File: config.mk
export PLATFORM = sky130hd
export DESIGN_NAME = worst_fit_block_allocator
export DESIGN_NICKNAME = d
export VERILOG_FILES = /design/src/rtl/wfa_pkg.sv /design/src/rtl/worst_fit_block_allocator.sv /design/src/rtl/wfa_cell.sv
export SDC_FILE = /design/constraint.sdc
export NUM_CORES = 2
export LEC_CHECK = 0
export ABC_CLOCK_PERIOD_IN_PS = 8600
export BUFFER_PORTS_ARGS = -buffer_cell sky130_fd_sc_hd__buf_2
export CORE_MARGIN = 2
export CORE_UTILIZATION = 35
export CTS_CLUSTER_DIAMETER = 40
export CTS_CLUSTER_SIZE = 14
export DETAILED_ROUTE_END_ITERATION = 8
export PLACE_DENSITY = 0.53
export SETUP_SLACK_MARGIN = 0.02
export SYNTH_ARGS = -nofsm -noshare
export SYNTH_HDL_FRONTEND = slang
export SYNTH_SLANG_ARGS = --single-unit
File: constraint.sdc
create_clock -name clk -period 8.6 [get_ports clk]
set_input_delay 1.72 -clock clk [delete_from_list [all_inputs] [get_ports clk]]
set_output_delay 1.72 -clock clk [all_outputs]
set_load 0.05 [all_outputs]
File: src/rtl/wfa_pkg.sv
// ----------------------------------------------------------------------------
// wfa_pkg
// Shared types and constants for the worst-fit block allocator.
// ----------------------------------------------------------------------------
`default_nettype none

package wfa_pkg;

    localparam int MAX_BLOCKS = 32;
    localparam int SIZE_BITS  = 16;

    localparam int IDX_W   = $clog2(MAX_BLOCKS);
    localparam int CNT_W   = $clog2(MAX_BLOCKS + 1);
    localparam int COUNT_W = 6;
    localparam int SLOT_W  = 5;
    localparam int AMT_W   = 16;

    typedef logic [IDX_W-1:0]     idx_t;
    typedef logic [CNT_W-1:0]     cnt_t;
    typedef logic [SIZE_BITS-1:0] size_t;

    localparam logic OP_LOAD  = 1'b0;
    localparam logic OP_ALLOC = 1'b1;

    localparam logic [1:0] ST_LOADED = 2'd0;
    localparam logic [1:0] ST_ALLOC  = 2'd1;
    localparam logic [1:0] ST_NOFIT  = 2'd2;
    localparam logic [1:0] ST_RANGE  = 2'd3;

    typedef struct packed {
        logic              operation;
        logic [SLOT_W-1:0] block_slot;
        logic [AMT_W-1:0]  amount;
    } cmd_t;

    typedef struct packed {
        logic [1:0]        status;
        logic [SLOT_W-1:0] chosen_block;
        logic [AMT_W-1:0]  chosen_size;
        logic [AMT_W-1:0]  leftover;
    } result_t;

    // best candidate so far, passed cell to cell
    typedef struct packed {
        logic  valid;
        logic  found;
        idx_t  idx;
        size_t size;
        size_t left;
    } token_t;

    // control broadcast to every cell
    typedef struct packed {
        logic  load_valid;
        idx_t  load_idx;
        size_t load_size;
        logic  mark_valid;
        idx_t  mark_idx;
        size_t amount;
        cnt_t  active_count;
    } bcast_t;

endpackage

`default_nettype wire

File: src/rtl/worst_fit_block_allocator.sv
// ----------------------------------------------------------------------------
// worst_fit_block_allocator
// Worst-fit allocator over a row of block cells.
// ----------------------------------------------------------------------------
// A load's result strobes on done in the next cycle and busy stays low,
// so loads may be issued back to back. An allocate transaction sends a
// candidate token down the row of MAX_BLOCKS cells, one cell per cycle,
// through each cell's token register, and busy is high until the cycle in
// which done strobes. Each result is on result for exactly one cycle while
// done is high and must be taken then. The user must write block_count via
// cfg_we/cfg_wdata only while idle; the block does not enforce this.
// ----------------------------------------------------------------------------
`default_nettype none

module worst_fit_block_allocator (
    input  wire                             clk,
    input  wire                             rst_n,
    input  wire                             cfg_we,
    input  wire  [wfa_pkg::COUNT_W-1:0]     cfg_wdata,
    input  wire                             start,
    input  wfa_pkg::cmd_t                   cmd,
    output logic                            busy,
    output logic                            done,
    output wfa_pkg::result_t                result
);
    import wfa_pkg::*;

    logic [COUNT_W-1:0] count_reg;
    logic               scanning_reg;
    logic               scanning_next;
    size_t              amount_reg;
    token_t             launch_reg;
    token_t             launch_next;
    logic               mark_valid_reg;
    idx_t               mark_idx_reg;
    logic               done_reg;
    logic               done_next;
    result_t            result_reg;
    result_t            result_next;

    logic               accept;
    logic               slot_ok;
    size_t              in_size;
    cnt_t               active_count;
    bcast_t             bcast;
    token_t             tok [0:MAX_BLOCKS];
    token_t             tail;

    assign accept  = start && !scanning_reg;
    assign slot_ok = 32'(cmd.block_slot) < MAX_BLOCKS;
    assign in_size = SIZE_BITS'(cmd.amount);

    assign active_count = (32'(count_reg) > MAX_BLOCKS) ? CNT_W'(MAX_BLOCKS)
                                                         : CNT_W'(count_reg);

    always_comb
    begin
        bcast.load_valid   = accept && (cmd.operation == OP_LOAD) && slot_ok;
        bcast.load_idx     = IDX_W'(cmd.block_slot);
        bcast.load_size    = in_size;
        bcast.mark_valid   = mark_valid_reg;
        bcast.mark_idx     = mark_idx_reg;
        bcast.amount       = amount_reg;
        bcast.active_count = active_count;
    end

    assign tok[0] = launch_reg;

    for (genvar i = 0; i < MAX_BLOCKS; i++)
    begin : g_cell
        wfa_cell u_cell (
            .clk        (clk),
            .rst_n      (rst_n),
            .cell_index (IDX_W'(i)),
            .bcast      (bcast),
            .tok_in     (tok[i]),
            .tok_out    (tok[i+1])
        );
    end

    assign tail = tok[MAX_BLOCKS];

    always_comb
    begin
        launch_next       = '0;
        scanning_next     = scanning_reg;
        done_next         = 1'b0;
        result_next       = '0;

        if (accept && (cmd.operation == OP_ALLOC))
        begin
            launch_next.valid = 1'b1;
            scanning_next     = 1'b1;
        end
        else if (accept)
        begin
            done_next = 1'b1;
            if (slot_ok)
            begin
                result_next.status       = ST_LOADED;
                result_next.chosen_block = cmd.block_slot;
                result_next.chosen_size  = AMT_W'(in_size);
            end
            else
            begin
                result_next.status = ST_RANGE;
            end
        end

        if (tail.valid)
        begin
            scanning_next = 1'b0;
            done_next     = 1'b1;
            if (tail.found)
            begin
                result_next.status       = ST_ALLOC;
                result_next.chosen_block = SLOT_W'(tail.idx);
                result_next.chosen_size  = AMT_W'(tail.size);
                result_next.leftover     = AMT_W'(tail.left);
            end
            else
            begin
                result_next.status = ST_NOFIT;
            end
        end
    end

    always_ff @(posedge clk or negedge rst_n)
    begin
        if (!rst_n)
        begin
            count_reg      <= '0;
            scanning_reg   <= 1'b0;
            launch_reg     <= '0;
            mark_valid_reg <= 1'b0;
            done_reg       <= 1'b0;
        end
        else
        begin
            if (cfg_we)
            begin
                count_reg <= cfg_wdata;
            end
            scanning_reg   <= scanning_next;
            launch_reg     <= launch_next;
            mark_valid_reg <= tail.valid && tail.found;
            done_reg       <= done_next;
        end
    end

    always_ff @(posedge clk)
    begin
        if (accept)
        begin
            amount_reg <= in_size;
        end
        mark_idx_reg <= tail.idx;
        result_reg   <= result_next;
    end

    assign busy   = scanning_reg;
    assign done   = done_reg;
    assign result = result_reg;

endmodule

`default_nettype wire

File: src/rtl/wfa_cell.sv
// ----------------------------------------------------------------------------
// wfa_cell
// One table entry: block size and taken mark. Compares itself against the
// passing best-candidate token and forwards the better of the two.
// ----------------------------------------------------------------------------
`default_nettype none

module wfa_cell (
    input  wire              clk,
    input  wire              rst_n,
    input  wfa_pkg::idx_t    cell_index,
    input  wfa_pkg::bcast_t  bcast,
    input  wfa_pkg::token_t  tok_in,
    output wfa_pkg::token_t  tok_out
);
    import wfa_pkg::*;

    size_t  size_reg;
    logic   taken_reg;
    logic   taken_next;
    token_t tok_reg;
    token_t tok_next;

    logic   active;
    logic   eligible;
    size_t  left;
    logic   take;

    always_comb
    begin
        active   = CNT_W'(cell_index) < bcast.active_count;
        eligible = active && !taken_reg && (size_reg >= bcast.amount);
        left     = size_reg - bcast.amount;
        take     = eligible && (!tok_in.found || (left > tok_in.left));

        tok_next = tok_in;
        if (tok_in.valid && take)
        begin
            tok_next.found = 1'b1;
            tok_next.idx   = cell_index;
            tok_next.size  = size_reg;
            tok_next.left  = left;
        end

        taken_next = taken_reg;
        if (bcast.mark_valid && (bcast.mark_idx == cell_index))
        begin
            taken_next = 1'b1;
        end
        if (bcast.load_valid && (bcast.load_idx == cell_index))
        begin
            taken_next = 1'b0;
        end
    end

    always_ff @(posedge clk or negedge rst_n)
    begin
        if (!rst_n)
        begin
            taken_reg <= 1'b0;
            tok_reg   <= '0;
        end
        else
        begin
            taken_reg <= taken_next;
            tok_reg   <= tok_next;
        end
    end

    always_ff @(posedge clk)
    begin
        if (bcast.load_valid && (bcast.load_idx == cell_index))
        begin
            size_reg <= bcast.load_size;
        end
    end

    assign tok_out = tok_reg;

endmodule

`default_nettype wire
# After elaboration in Yosys (flattened, before gate mapping)
# Cells that the tools add are included.
[word_totals]
elab_cells = 860
inputBits = 32
ff_bits = 1862
output_inout_bits = 41
[classes]
n_mux = 108
reduce_logical = 326
bitwise = 1
n_eq_ne = 62
n_lt_le_gt_ge = 96
n_addsub = 32
[ops]
columns = ["operator", "count"]
rows = [
  ["$mux W38", 32],
  ["$ge A16 B16 Y1", 32],
  ["$sub A16 B16 Y16", 32],
  ["$gt A16 B16 Y1", 31],
  ["$logic_and A1 B1 Y1", 195],
  ["$eq A5 B5 Y1 const B", 32],
  ["$lt A5 B6 Y1 const A", 16],
  ["$eq A5 B4 Y1 const B", 16],
  ["$mux W1", 70],
  ["$reduce_bool A2 Y1", 33],
  ["$logic_not A1 Y1", 64],
  ["$lt A4 B6 Y1 const A", 8],
  ["$eq A5 B3 Y1 const B", 8],
  ["$mux W39", 1],
  ["$mux W37", 1],
  ["$logic_or A1 B1 Y1", 31],
  ["$lt A3 B6 Y1 const A", 4],
  ["$mux W23", 1],
  ["$mux W21", 1],
  ["$eq A5 B2 Y1 const B", 4],
  ["$lt A1 B6 Y1 const A", 2],
  ["$lt A2 B6 Y1 const A", 2],
  ["$eq A5 B1 Y1 const B", 2],
  ["$logic_not A5 Y1", 2],
  ["5 further kinds", 5],
]

# Depth between registers and ports, before layout
[logic_depth]
word_depth = 8
ltp_mapped = 22

# Hierarchy
# A second synthesis with hierarchy kept.
[unflattened]
hier_cells = 10103
area_unflattened_um2 = 115156.7
[by_module_without_submodules]
columns = ["mod", "seq_area_each_um2", "area_per_inst_um2", "n_inst", "cells_per_inst"]
rows = [
  ["wfa_cell at g_cell[13].u_cell ...", 1481.4, 3597.2, 13, 315],
  ["wfa_cell at g_cell[0].u_cell ...", 1481.4, 3609.7, 6, 306],
  ["wfa_cell at g_cell[29].u_cell ...", 1481.4, 3402.0, 6, 309],
  ["wfa_cell at g_cell[5].u_cell ...", 1481.4, 3403.3, 5, 309],
  ["wfa_cell at g_cell[12].u_cell", 1481.4, 3592.2, 1, 319],
  ["wfa_cell at g_cell[16].u_cell", 1481.4, 3418.3, 1, 289],
  ["worst_fit_block_allocator", 1611.5, 2296.0, 1, 165],
]

# Worst setup path before layout
# OpenSTA, ideal clock, no wires.
[synth_path]
path_kind = "register to register"
start = "reg amount_reg[1]"
end = "reg g_cell[16].u_cell.tok_reg, in the netlist g_cell[16].u_cell.tok_out[10]"
stages_incl_launch_ff = 21
arrival_time_ps = 6795
slack_ps = 1680
n_path_buf = 1
required_time_ps = 8475
path_cell_list = "edfxtp_1 -> inv_1 -> ha_1 -> nor2b_1 -> o21ai_1 -> a21oi_1 -> a211o_1 -> o41a_1 -> a311o_1 -> a21oi_1 -> xnor2_1 -> ha_1 -> and3_1 -> nand2_1 -> nor2_1 -> a221oi_1 -> o21ai_0 -> a31oi_1 -> a311oi_4 -> buf_2 -> mux2_2"
[synth_lines]
columns = ["element", "line_no", "text"]
rows = [
  ["start: declaration", "worst_fit_block_allocator.sv:31", "size_t amount_reg;"],
  ["start signal: assignment", "worst_fit_block_allocator.sv:155", "amount_reg <= in_size;"],
  ["end signal: assignment", "wfa_cell.sv:66", "tok_reg <= tok_next;"],
  ["end: declaration", "wfa_cell.sv:21", "token_t tok_reg;"],
]

==> results_dict.tcl <==
set metrics [dict create \
    gp_congestion 0.938 \
    dpl.hpwl_um 225000 \
    setup_tns_ns 0 \
    firstDrtPassIters 6 \
    setup_violations 0 \
    max-cap-violations 0 \
    dp.cells 12089 \
    netlist_instances 8318 \
    grt_pass1_vias 68686 \
    peakVddDrop_mv 0.226 \
    io_buffers 72 \
    slew-limit-headroom 0.124 \
    yosysUniqueCellTypes 91 \
    place_area_mm2 0.104 \
    grt_use_total 0.218 \
    viasPerCell 5.28 \
    min_period_ns 6.86 \
    r2r-start "amount_reg[2]" \
    start_util 0.352 \
    clock-root-buffer "clkbuf_16" \
    regToRegSetupSlack_ns 1.74 \
    hp-start "g_cell[31].u_cell.tok_out[33]" \
    worstPathArrival_ns 7.65 \
    power_mw 28.5 \
    clk-insertion-delay-late_ns 0.93 \
    grt_max_degree 168 \
    final_cell_mix "1259 x dfrtp_1, 1008 x ha_1, 896 x mux2_2" \
    path_common_cell "o21ai_0" \
    path_class "reg -> reg" \
    path_max_fanout 37 \
    cts_tree "done" \
    io_pins 73 \
    cts_made_buffers 345 \
    whs_ns 0.368 \
    status "finished, final reports clean" \
    crit_required_ns 9.40 \
    top_layer_used "met5" \
    hold_viol_final 0 \
    drc 0 \
    synth_seq_cells 1831 \
    wire_per_inst_um 24.8 \
    final_area_mm2 0.115 \
    async_flop_share 0.688 \
    drt-met1-wl_um 140000 \
    tightestPinTransition_ns 1.31 \
    crit_slowest_cell "and4b_2" \
    worstPathCellList "inv_2 -> buf_4 -> ha_1 -> o21ai_0 -> a21boi_0 -> o41ai_1 -> o21ai_0 -> o41ai_1 -> o21ai_0 -> xor2_1 -> ha_1 -> nand4_1 -> o41ai_1 -> nor3_1 -> o21ai_0 -> and4b_2 -> mux2_2" \
    layout_commonest_cell "dfrtp_1" \
    wl_met3_um 16000 \
    rows 194 \
    vias 67078 \
    cts_setup_buffers 0 \
    final_util 0.413 \
    clock_skew_ns 0.0624 \
    ant_nets 0 \
    drive_gt1_frac 0.205 \
    core_mm2 0.280 \
    synth_fp_nets 9390 \
    cts.clk_slew.worst_paths_ns 0.05 \
    fin_crit_sh 0.797 \
    synth_area_mm2 0.0984 \
    largest_reg_flops 1217 \
    overflow 0 \
    fmax_ghz 0.146 \
    h-tree-depth 5 \
    synth-edff-count 528 \
    synth_ff_type "dfrtp_1" \
    leakagePower_nw 52.6 \
    yosys_warnings 0 \
    dr_wl_met2_um 149000 \
    wl_um 315000 \
    die_area_mm2 0.285 \
    cts_hold_buf 0 \
    syn_to_final_growth_pct 17.3 \
    cts_sinks 1831 \
    p_per_area_mw_per_mm2 247 \
    ys_seq_area_frac 0.490 \
    dr.first_iter.drc_count 5387 \
    max_stage_delay_ns 0.96 \
    finalNonFillerCells 12714 \
    pre_cts_ws_ns 1.81 \
    antenna_found_initial 24 \
    grt_pass1_wl_um 464000 \
    finalMaxSlewViolations 0 \
    finalWorstSetupSlack_ns 1.74 \
    worstSetupEndpointType "flip-flop" \
    n_fill_cell 26260 \
    cts_resized 0 \
    nNetsFinal 9784 \
    syn_avg_cell_area_um2 11.8 \
    chipHeight_um 534 \
    startpoint "amount_reg[2]" \
    die_x_um 534 \
    hold_path.class "reg -> reg" \
    startpoint_type "flip-flop" \
    cts_buffer_depth 4 \
    rsz0062_at_grt "no" \
]
-- final cells by class --
cell class / instances / area, um^2 / share of cell area
Clock inverter: 225 / 2390 / 0.0207
Multi-Input combinational cell: 5615 / 46800 / 0.405
Antenna cell: 3 / 7.51 / 0.0000650
Timing Repair Buffer: 198 / 1500 / 0.0130
Sequential cell: 1831 / 48200 / 0.418
Clock buffer: 397 / 9180 / 0.0795
Tap cell: 3724 / 4660 / 0.0404
Inverter: 721 / 2710 / 0.0234
-- cells in the mapped netlist, drive strengths merged (110+ instances only) --
library cell / count / area (um^2)
o21ai: 297 / 1490
buf: 110 / 663
ha: 1008 / 12600
inv: 721 / 2710
dfrtp: 1259 / 31500
nor2b: 183 / 1150
a21oi: 464 / 2340
nor2: 399 / 1500
nand3: 112 / 573
nand2b: 151 / 945
a21o: 282 / 2120
edfxtp: 528 / 15900
nor3: 118 / 591
nand2: 226 / 848
xnor2: 283 / 2480
mux2: 934 / 10600
nand4: 140 / 876
-- layer usage --
layer,up-vias,global-route usage
li1,30915,-
met1,33660,0.297
met2,1974,0.362
met3,525,0.0282
met4,4,0.0654
met5,-,0
-- critical path: cells and delay by family, from the launching register on --
| kind | cells | cell delay (ns) |
|---|---|---|
| AND/OR/NAND/NOR | 3 | 1.28 |
| buffers and inverters | 2 | 1.08 |
| AO/OA/AOI/OAI | 8 | 2.72 |
| adder cells (fa/ha/maj) | 2 | 0.62 |
| flip-flops | 1 | 0.37 |
| multiplexers | 1 | 0.44 |
| XOR/XNOR | 1 | 0.20 |
-- worst paths after layout --
check	end	cells after the start
max reg2reg	g_cell[14].u_cell.tok_out[18]	17
min reg2reg	mark_idx_reg[1]	0
max in group asynchronous	g_cell[9].u_cell.tok_out[11]	3
min in group asynchronous	g_cell[31].u_cell.tok_out[25]	1
min	mark_idx_reg[1]	0
max	g_cell[14].u_cell.tok_out[18]	17
-- power breakdown --
group	internal [mW]	switching (mW)
logic	2.19	3.33
registers	9.31	0.241
clock network	8.48	4.93
total	20.0	8.50
-- cells by family (layout without fill, tap and decap cells) --
kind of cell / after synthesis / after routing / share of synthesized area
flops: 1831 / 1831 / 0.490
compound gates: 1546 / 1546 / 0.102
buf+inv: 872 / 1541 / 0.0358
simple gates: 1645 / 1645 / 0.0882
fa+ha+maj: 1040 / 1040 / 0.135
xor+xnor: 387 / 387 / 0.0344
other cells: 0 / 3 / 0
mux: 997 / 997 / 0.114
Note: power is estimated with default switching activity, not from simulation.
